## src/rtl/km2d_pkg.sv

```systemverilog
// ----------------------------------------------------------------------------
// km2d_pkg: shared types and constants
// Widths, function codes and the queue entry that links front and back.
// ----------------------------------------------------------------------------
package km2d_pkg;
  localparam int MaxClusters = 8;
  localparam int CoordBits   = 16;
  localparam int FracBits    = 8;
  localparam int MaxPoints   = 65536;
  localparam int IdxBits     = 3;
  localparam int CenBits     = CoordBits + FracBits + 1;   // 25
  localparam int SumBits     = 33;
  localparam int CntBits     = 17;
  localparam int DistBits    = 2 * CenBits + 1;

  localparam logic FUNC_LOAD  = 1'b0;
  localparam logic FUNC_POINT = 1'b1;
  localparam logic KIND_ASSIGN = 1'b0;
  localparam logic KIND_CENTER = 1'b1;

  // one classified item handed from the front to the back
  typedef struct packed {
    logic                        func;
    logic [IdxBits-1:0]          idx;
    logic signed [CoordBits-1:0] x;
    logic signed [CoordBits-1:0] y;
    logic                        last;
  } item_t;
endpackage

```

## src/rtl/km2d_front.sv

```systemverilog
// ----------------------------------------------------------------------------
// km2d_front: input queue
// Accepts input beats into a two-entry queue that the back part drains.
// ----------------------------------------------------------------------------
module km2d_front import km2d_pkg::*; (
  input  logic  clk,
  input  logic  rst_n,
  input  logic  in_valid,
  output logic  in_ready,
  input  item_t in_item,
  output logic  q_valid,
  input  logic  q_ready,
  output item_t q_item
);
  item_t       mem_r [2];
  logic        wp_r, rp_r;
  logic [1:0]  cnt_r;
  logic        push, pop;

  assign in_ready = (cnt_r != 2'd2);
  assign q_valid  = (cnt_r != 2'd0);
  assign q_item   = mem_r[rp_r];
  assign push     = in_valid && in_ready;
  assign pop      = q_valid && q_ready;

  // hold entries, advance pointers
  always_ff @(posedge clk) begin
    if (push) mem_r[wp_r] <= in_item;
    if (!rst_n) begin
      wp_r  <= 1'b0;
      rp_r  <= 1'b0;
      cnt_r <= 2'd0;
    end else begin
      if (push) wp_r <= ~wp_r;
      if (pop)  rp_r <= ~rp_r;
      cnt_r <= cnt_r + {1'b0, push} - {1'b0, pop};
    end
  end
endmodule

```

## config.mk

```make
export PLATFORM = sky130hd
export DESIGN_NAME = km2d_front
export DESIGN_NICKNAME = d
export VERILOG_FILES = /design/src/rtl/km2d_pkg.sv /design/src/rtl/km2d_front.sv
export SDC_FILE = /design/constraint.sdc
export NUM_CORES = 1
export LEC_CHECK = 0
export BUFFER_PORTS_ARGS = -buffer_cell sky130_fd_sc_hd__buf_2
export CORE_MARGIN = 5
export CORE_UTILIZATION = 52
export DETAILED_ROUTE_END_ITERATION = 6
export GPL_TIMING_DRIVEN = 1
export PLACE_DENSITY = 0.79
export SYNTH_ARGS = -nofsm -noshare
export SYNTH_HDL_FRONTEND = slang
export SYNTH_SLANG_ARGS = --single-unit
```

## constraint.sdc

```tcl
create_clock -name clk -period 3.32 [get_ports clk]
set_input_delay 0.664 -clock clk [delete_from_list [all_inputs] [get_ports clk]]
set_output_delay 0.664 -clock clk [all_outputs]
set_load 0.03 [all_outputs]
```

==> results of run 1 <==
## cells by family (layout without fill, tap and decap cells)
group	Yosys count	count (layout)	share of synthesized area [%]
buffers and inverters	5	99	2.46
AND/OR/NAND/NOR	11	11	2.01
XOR/XNOR	3	3	0.860
multiplexers	38	38	17.6
AO/OA/AOI/OAI	1	1	0.246
adder cells (fa/ha/maj)	2	2	0.819
flip-flops	79	79	76.0
## critical path, cell delays in order, from the launching register on
cell,delay (ns)
dfxtp_2,0.62
buf_4,0.32
mux2_2,0.37
buf_2,0.18
## area by class of cell
cell class	count	share of cell area [%]
flip-flops and latches	79	63.0
multi-input cells	55	18.1
repair buffers	82	11.3
clock buffers	11	3.56
well taps	75	2.54
clock inverters	5	1.32
inverters	1	0.102
## per-stage QoR
stage	utilization, %	instances	worst slack (ns)	instance area, um2	hold slack (ns)
finish	63.4	308	0.830	3690	0.521
floorplan	-	139	0.478	3060	0.455
global placement	60.3	292	1.15	3510	0.500
global route	63.4	308	0.735	3690	0.501
detailed placement	60.3	292	1.13	3510	0.515
CTS	63.4	308	0.791	3690	0.502
## state kept, by name (all words and copies together), names as in the netlist, named ones only
signal  count
mem_r      74
wp_r        1
rp_r        1
cnt_r       2
## power groups by stage
stage	sequential (mW)	combinational [mW]	clock [mW]
after CTS	1.33	0.952	0.662
final	1.33	0.935	0.642
after floorplan	1.31	0.795	0
after global routing	1.34	0.990	0.709
after detailed placement	1.35	0.950	0
after global placement	1.34	0.939	0
## routing by layer
| metal | routed length (um) | track usage [%] | vias up |
|---|---|---|---|
| met2 | 2670 | 24.3 | 41 |
| met3 | 290 | 4.56 | 8 |
| met4 | 81 | 5.95 | 0 |
| met1 | 1910 | 15.9 | 723 |
| met5 | 0 | 0 | - |
| li1 | - | - | 711 |
## Yosys cell counts, drive strengths merged
cell type  number  area share [%]
and3            1            0.20
nor2b           2            0.41
ha              2            0.82
nand2b          2            0.41
buf             4             2.3
edfxtp         74              73
nand2           2            0.25
o21a            1            0.25
and2            2            0.41
inv             1            0.12
or2             1            0.20
dfxtp           5             3.3
xnor2           3            0.86
mux2i           1            0.33
mux2           37              17
nor2            1            0.12
## worst paths after layout
check           start           end  depth (start not counted)
min              wp_r          wp_r                          2
min reg2reg      wp_r          wp_r                          2
max          register     q_item[5]                          3
max reg2reg  cnt_r[0]  mem_r[0][25]                          4
==> summary.md, run 1 <==
| Metric | Value |
|---|---|
| Layout cell share with drive strength beyond 1 | 58.4% |
| CTS Hold Buffers Added | 0 |
| Fin Setup TNS | 0 ns |
| Total track usage | 14.0% |
| Routed len/inst | 16.0 um |
| Drt pass-1 iters | 4 |
| Final Wtd Congestion | 0.737 |
| Fin. Hold Viols | 0 |
| PostCTS Resize Cnt | 0 |
| Antenna violations before repair | 0 |
| Overall power | 2.90 mW |
| Post-layout min period | 2.49 ns |
| Drc violations | 0 |
| Die Height | 86.7 um |
| RSZ-0062 raised after global routing | no |
| Area of the multi-input gates | 668 um2 |
| Boundary Pins | 80 |
| Layout area overhead | 20.6% |
| Net Switching | 926 uW |
| Seq pwr share | 45.7% |
| Max-cap violations | 0 |
| Clk_skew | 0.00693 ns |
| Startpoint Class | register |
| Critical path data arrival time | 1.83 ns |
| Detailed placement HPWL | 3500 um |
| DR vias | 1,483 |
| Syn Area/Cell | 22.0 um2 |
| Clock power frac | 22.1% |
| PD cells | 788 nW/um2 |
| Setup bufs post-CTS | 0 |
| Commonest cells after routing, fill and taps aside | buf_2, edfxtp_1, mux2_4 |
| CTS tree | done |
| Peak fanout along the critical path | 16 |
| # rows | 28 |
| Largest net degree at the start of global routing | 38 |
| Synth Cell Area | 3060 um2 |
| Seq/Total Area, Yosys | 76.0% |
| Min-Delay Path Class | register to register |
| Setup Viol. Count Final | 0 |
| Sw frac | 31.9% |
| Max Slew Vio Count | 0 |
| Logic pwr share | 32.2% |
| First-pass GRT wire length | 7840 um |
| Leak Pwr | 1.46 nW |
| Grt total ovfl | 0 |
| Slew HR | 40.0% |
| CP Capture Type | output port |
| Slew at the pin closest to its max-slew limit | 0.898 ns |
| Ant diodes | 0 |
| Later-pin clock latency in the skew report | 0.33 ns |
| Cts bufs inserted | 9 |
| Flop-to-flop setup slack | 1.36 ns |
| WL final | 4940 um |
| Worst Path Required | 2.66 ns |
| Initial Util | 52.6% |
| Critical path class | register to output port |
| Die width | 86.7 um |
| Leading cell type in the layout, fill and taps excluded | buf_2 |
| Initial DRC count | 100 |
| Yosys warning total | 0 |
| Die ar. | 7510 um2 |
| IO buf count | 79 |
| Yosys reg bits | 79 |
| Vias in the first global route | 1,593 |
| Fillcell total | 458 |
| # nets final | 271 |
| Clk sinks | 79 |
| Placeable Area | 5820 um2 |
| Mapped Cells | 139 |
| Vias per cell | 4.81 |
| Post-synthesis cell type count | 18 |
| Longest Clk Path Bufs | 2 |
| Clock Tree Root | clkbuf_8 |
| Clock transition at the registers of the reported paths | 0.07 ns |
| ANT nets after route | 0 |
| Outcome | completed |
| Syn nets | 182 |
| CTS H-tree depth | 3 |
| Worst vdd ir | 0.577 mV |
| Period utilization | 75.0% |
| Internal power | 1.98 mW |
| Max Freq | 0.402 GHz |
| Register area | 2320 um2 |
No activity file was read; power rests on OpenSTA's default activity.
==> run 2, diff against run 1 <==
==> constraint.sdc (replaced) <==
create_clock -name clk -period 2.3 [get_ports clk]
set_input_delay 0.46 -clock clk [delete_from_list [all_inputs] [get_ports clk]]
set_output_delay 0.46 -clock clk [all_outputs]
set_load 0.03 [all_outputs]
==> run 2 against run 1 <==
  * Non-clock buffer count increased by 1
  * Global-route usage rose by 0.16 points
  * Core utilization rose by 0.86 points
  * Critical path depth stayed put
  * Combinational power grew 51%
  * Critical endpoint is now q_item[3]
==> summary.md, run 2 (same netlist as run 1, synthesis figures left out) <==
| Metric | Value |
|---|---|
| Outcome | completed (unchanged) |
| Die Height | 86.7 um (unchanged) |
| Startpoint Class | register (unchanged) |
| Antenna violations before repair | 0 (unchanged) |
| Fin Setup TNS | 0 ns (unchanged) |
| Initial Util | 52.6% (unchanged) |
| Max-cap violations | 0 (unchanged) |
| Worst vdd ir | 0.898 mV (was 0.577 mV) |
| Critical path data arrival time | 1.63 ns (was 1.83 ns) |
| CTS Hold Buffers Added | 0 (unchanged) |
| Ant diodes | 0 (unchanged) |
| # nets final | 272 (was 271) |
| Final instance area | 3740 um2 (was 3690 um2) |
| Most flops, register | mem_r (unchanged) |
| Boundary Pins | 80 (unchanged) |
| PD cells | 1150 nW/um2 (was 788 nW/um2) |
| Leak Pwr | 1.48 nW (was 1.46 nW) |
| Flop-to-flop setup slack | 0.60 ns (was 1.36 ns) |
| Placeable Area | 5820 um2 (unchanged) |
| Max Freq | 0.479 GHz |
| Slew HR | 65.9% (was 40.0%) |
| Area of the multi-input gates | 668 um2 (unchanged) |
| Cts bufs inserted | 9 (unchanged) |
| Clock power frac | 24.0% (was 22.1%) |
| Final Wtd Congestion | 0.699 (was 0.737) |
| Internal power | 2.96 mW (was 1.98 mW) |
| Leading cell type in the layout, fill and taps excluded | buf_2 (unchanged) |
| Vias in the first global route | 1,613 (was 1,593) |
| Longest Clk Path Bufs | 2 (unchanged) |
| Clk_skew | 0.0111 ns (was 0.00693 ns) |
| First-pass GRT wire length | 7690 um (was 7840 um) |
| Worst R2R Path Depth | 8 (was 4) |
| Layout cell share with drive strength beyond 1 | 59.0% (was 58.4%) |
| Post-layout min period | 2.09 ns |
| Detailed placement HPWL | 3430 um (was 3500 um) |
| IO buf count | 79 (unchanged) |
| Setup Viol. Count Final | 0 (unchanged) |
| PostCTS Resize Cnt | 0 (unchanged) |
| Die ar. | 7510 um2 (unchanged) |
| Largest net degree at the start of global routing | 38 (unchanged) |
| RSZ-0062 raised after global routing | no (unchanged) |
| WL final | 4980 um (was 4940 um) |
| Slew at the pin closest to its max-slew limit | 0.512 ns (was 0.898 ns) |
| Max Slew Vio Count | 0 (unchanged) |
| Layout area overhead | 22.3% (was 20.6%) |
| Later-pin clock latency in the skew report | 0.34 ns (was 0.33 ns) |
| Fin. Hold Viols | 0 (unchanged) |
| CP Capture Type | output port (unchanged) |
| DR vias | 1,492 (was 1,483) |
| Fillcell total | 434 (was 458) |
| Max reg flops | 74 (unchanged) |
| Total track usage | 14.2% (was 14.0%) |
| Top Registers | mem_r: 74 flops, cnt_r: 2 flops (unchanged) |
| Worst Path Required | 1.84 ns (was 2.66 ns) |
| Logic pwr share | 32.6% (was 32.2%) |
| Reg2Reg Capture Point | cnt_r[1] (was mem_r[0][25]) |
| Period utilization | 90.7% |
| ANT nets after route | 0 (unchanged) |
| Peak fanout along the critical path | 25 (was 16) |
| # rows | 28 (unchanged) |
| Critical path class | register to output port (unchanged) |
| Grt total ovfl | 0 (unchanged) |
| Drt pass-1 iters | 4 (unchanged) |
| Sw frac | 31.3% (was 31.9%) |
| Initial DRC count | 61 (was 100) |
| Net Switching | 1.35 mW (was 926 uW) |
| Routed len/inst | 16.1 um (was 16.0 um) |
| CTS H-tree depth | 3 (unchanged) |
| Placed standard-cell area | 3530 um2 (was 3510 um2) |
| Min-Delay Path Class | input pin to register (was register to register) |
| Worst Setup EP | q_item[3] (was q_item[5]) |
| Vias per cell | 4.83 (was 4.81) |
| Drc violations | 0 (unchanged) |
| Setup bufs post-CTS | 0 (unchanged) |
| Die width | 86.7 um (unchanged) |
| Reg2reg start | cnt_r[0] (unchanged) |
| Clock Tree Root | clkbuf_8 (unchanged) |
| Commonest cells after routing, fill and taps aside | buf_2, edfxtp_1, mux2_4 (unchanged) |
| Seq pwr share | 43.4% (was 45.7%) |
| Worst hold slack | 0.304 ns (was 0.521 ns) |
| Clk sinks | 79 (unchanged) |
| Clock transition at the registers of the reported paths | 0.08 ns (was 0.07 ns) |
| Register area | 2320 um2 (unchanged) |
| CTS tree | done (unchanged) |
-- run 2: routing by layer --
layer,GRT usage [%],up-vias,part of all wire [%]
li1,-,717,-
met1,15.0,728,37
met2,25.4,40,55
met3,4.28,7,6.1
met4,7.22,0,1.7
met5,0,-,0
-- run 2: final cells by class --
type | instances | area share (%)
Multi-Input combinational cell | 55 | 17.9
Timing Repair Buffer | 83 | 11.7
Sequential cell | 79 | 62.2
Clock buffer | 13 | 4.52
Inverter | 1 | 0.100
Tap cell | 75 | 2.51
Clock inverter | 3 | 1.10
-- run 2: worst min path at each step --
stage                start           end  slack, ns  cells past startpoint
2_1_floorplan         wp_r          wp_r       0.47                      2
3_3_place_gp          wp_r          wp_r       0.50                      2
3_5_place_dp          wp_r          wp_r       0.52                      2
4_1_cts        in_item[16]  mem_r[0][16]       0.29                      1
5_1_grt        in_item[26]  mem_r[1][26]       0.28                      1
6_report       in_item[26]  mem_r[1][26]       0.30                      1
-- run 2: worst max-delay path, stage by stage (launching register included) --
cell,delay [ns]
dfxtp_2,0.33
buf_4,0.37
mux2_2,0.40
buf_2,0.18
-- run 2: stage by stage --
step | total power, mW | cells | util, % | worst slack (ns)
floorplan | 3.04 | 139 | - | 0.0662
global placement | 3.31 | 293 | 60.6 | 0.570
detailed placement | 3.33 | 293 | 60.6 | 0.572
CTS | 4.37 | 309 | 64.3 | 0.187
global route | 4.52 | 309 | 64.3 | 0.131
finish | 4.31 | 309 | 64.3 | 0.214
-- run 2: power groups by stage --
stage	clock (mW)	sequential [mW]	combinational, mW
3_5_place_dp	0	1.91	1.43
3_3_place_gp	0	1.89	1.41
5_1_grt	1.14	1.89	1.49
6_report	1.04	1.87	1.41
2_1_floorplan	0	1.89	1.15
4_1_cts	1.07	1.87	1.43
==> run 3, diff against run 2 <==
--- a/config.mk
+++ b/config.mk
@@ -6,6 +6,7 @@
 export NUM_CORES = 1
 export LEC_CHECK = 0
 export BUFFER_PORTS_ARGS = -buffer_cell sky130_fd_sc_hd__buf_2
+export CORE_ASPECT_RATIO = 0.9
 export CORE_MARGIN = 5
 export CORE_UTILIZATION = 52
 export DETAILED_ROUTE_END_ITERATION = 6
==> run 3 against run 2 <==
  * Worst hold slack better by 0.010 ns
  * Core utilization up 1.6 points
  * Critical endpoint unchanged
  * Count of clock-buffer cells in the layout down 1
  * Flip-flop and latch count unchanged
==> summary.md, run 3 (same netlist as run 1, synthesis figures left out) <==
| Metric | Value |
|---|---|
| Reg2reg start | cnt_r[0] (unchanged) |
| Max reg flops | 74 (unchanged) |
| Max Freq | 0.492 GHz (was 0.479 GHz) |
| Fin. Hold Viols | 0 (unchanged) |
| Leading cell type in the layout, fill and taps excluded | buf_2 (unchanged) |
| Worst Path Required | 1.84 ns (about the same) |
| Clock Tree Root | clkbuf_8 (unchanged) |
| DR vias | 1,458 (was 1,492) |
| Hold_sp | in_item[36] (was in_item[26]) |
| Die ar. | 7510 um2 (about the same) |
| Die width | 90.8 um (was 86.7 um) |
| Total track usage | 12.8% (was 14.2%) |
| Largest net degree at the start of global routing | 38 (unchanged) |
| Detailed placement HPWL | 3370 um (was 3430 um) |
| CP Capture Type | output port (unchanged) |
| CTS tree | done (unchanged) |
| Placeable Area | 5690 um2 (was 5820 um2) |
| Slew HR | 70.9% (was 65.9%) |
| Initial Util | 53.7% (was 52.6%) |
| Seq pwr share | 43.1% (was 43.4%) |
| Boundary Pins | 80 (unchanged) |
| Layout area overhead | 22.6% (was 22.3%) |
| Drc violations | 0 (unchanged) |
| Layout cell share with drive strength beyond 1 | 58.5% (was 59.0%) |
| Worst R2R Path Depth | 8 (unchanged) |
| Top Registers | mem_r: 74 flops, cnt_r: 2 flops (unchanged) |
| Startpoint Class | register (unchanged) |
| Cts bufs inserted | 9 (unchanged) |
| Longest Clk Path Bufs | 2 (unchanged) |
| # rows | 26 (was 28) |
| Min-Delay Path Class | input pin to register (unchanged) |
| Antenna violations before repair | 0 (unchanged) |
| PD cells | 1160 nW/um2 (was 1150 nW/um2) |
| Fillcell total | 413 (was 434) |
| Setup Viol. Count Final | 0 (unchanged) |
| Later-pin clock latency in the skew report | 0.33 ns (was 0.34 ns) |
| Flop-to-flop setup slack | 0.63 ns (was 0.60 ns) |
| Clk sinks | 79 (unchanged) |
| Peak fanout along the critical path | 23 (was 25) |
| ANT nets after route | 0 (unchanged) |
| WHS Endpoint | mem_r[0][36] (was mem_r[1][26]) |
| Setup bufs post-CTS | 0 (unchanged) |
| Sw frac | 30.5% (was 31.3%) |
| Most flops, register | mem_r (unchanged) |
| Leak Pwr | 1.49 nW (was 1.48 nW) |
| Drt pass-1 iters | 4 (unchanged) |
| Routed len/inst | 15.6 um (was 16.1 um) |
| CTS H-tree depth | 3 (unchanged) |
| CTS Hold Buffers Added | 0 (unchanged) |
| Slew at the pin closest to its max-slew limit | 0.436 ns (was 0.512 ns) |
| Placed insts | 288 (was 293) |
| IO buf count | 79 (unchanged) |
| Max-cap violations | 0 (unchanged) |
| Post-layout min period | 2.03 ns (was 2.09 ns) |
| Fin Setup TNS | 0 ns (unchanged) |
| Die Height | 82.7 um (was 86.7 um) |
| Internal power | 3.02 mW (was 2.96 mW) |
| Initial DRC count | 71 (was 61) |
| Grt total ovfl | 0 (unchanged) |
| Vias in the first global route | 1,468 (was 1,613) |
| Reg2Reg Capture Point | cnt_r[1] (unchanged) |
| Logic pwr share | 32.3% (was 32.6%) |
| Net Switching | 1.33 mW (was 1.35 mW) |
| Final Wtd Congestion | 0.671 (was 0.699) |
| Critical path class | register to output port (unchanged) |
| Clock transition at the registers of the reported paths | 0.07 ns (was 0.08 ns) |
| Clk_skew | 0.00688 ns (was 0.0111 ns) |
| Period utilization | 88.3% (was 90.7%) |
| Max Slew Vio Count | 0 (unchanged) |
| Post-route insts no fill | 304 (was 309) |
| Critical path data arrival time | 1.57 ns (was 1.63 ns) |
| Commonest cells after routing, fill and taps aside | buf_2, edfxtp_1, mux2_4 (unchanged) |
| PostCTS Resize Cnt | 0 (unchanged) |
| Worst vdd ir | 0.630 mV (was 0.898 mV) |
| # nets final | 272 (unchanged) |
| Clock power frac | 24.6% (was 24.0%) |
| RSZ-0062 raised after global routing | no (unchanged) |
| Outcome | completed (unchanged) |
| Hold Crit Depth | 1 (unchanged) |
| WL final | 4760 um (was 4980 um) |
| Vias per cell | 4.80 (was 4.83) |
| First-pass GRT wire length | 7170 um (was 7690 um) |
| Ant diodes | 0 (unchanged) |
run 3: final cells by class:
cell class | count | area (um2) | share of cell area [%]
well taps | 70 | 87.6 | 2.34
flip-flops and latches | 79 | 2320 | 62.0
inverters | 1 | 3.75 | 0.100
clock inverters | 4 | 68.8 | 1.84
multi-input cells | 55 | 668 | 17.8
clock buffers | 12 | 145 | 3.87
repair buffers | 83 | 450 | 12.0
run 3: worst max path at each step:
stage | slack [ns] | to
after floorplan | 0.07 | mem_r[0][0]
after global placement | 0.63 | cnt_r[1]
after detailed placement | 0.60 | cnt_r[1]
after CTS | 0.24 | q_item[3]
after global routing | 0.20 | q_item[3]
final | 0.27 | q_item[3]
run 3: worst max-delay path, cell delays in order (launching register included):
cell and delay, ns:
dfxtp_2 0.32, buf_4 0.34, mux2_2 0.39, buf_2 0.18
run 3: routing by layer:
metal	up-vias	track usage (%)	share of wire, %
met5	-	0	0
met4	0	3.08	0.88
met3	6	6.52	6.8
met2	40	21.8	51
met1	696	14.5	41
li1	716	-	-
run 3: power by group through the flow:
stage / logic (mW) / clock network [mW] / registers (mW)
final: 1.40 / 1.07 / 1.87
after global routing: 1.49 / 1.16 / 1.89
after CTS: 1.43 / 1.10 / 1.87
after detailed placement: 1.42 / 0 / 1.90
after global placement: 1.42 / 0 / 1.90
after floorplan: 1.15 / 0 / 1.89
run 3: through the flow:
step           hold WS (ns)  instance area, um2  util, %  power, mW  worst slack (ns)
5_1_grt               0.290                3750     65.8       4.54             0.203
3_5_place_dp          0.520                3530     62.1       3.33             0.598
2_1_floorplan         0.466                3060        -       3.04            0.0662
3_3_place_gp          0.500                3530     62.1       3.31             0.627
4_1_cts               0.297                3750     65.8       4.40             0.240
6_report              0.314                3750     65.8       4.34             0.269
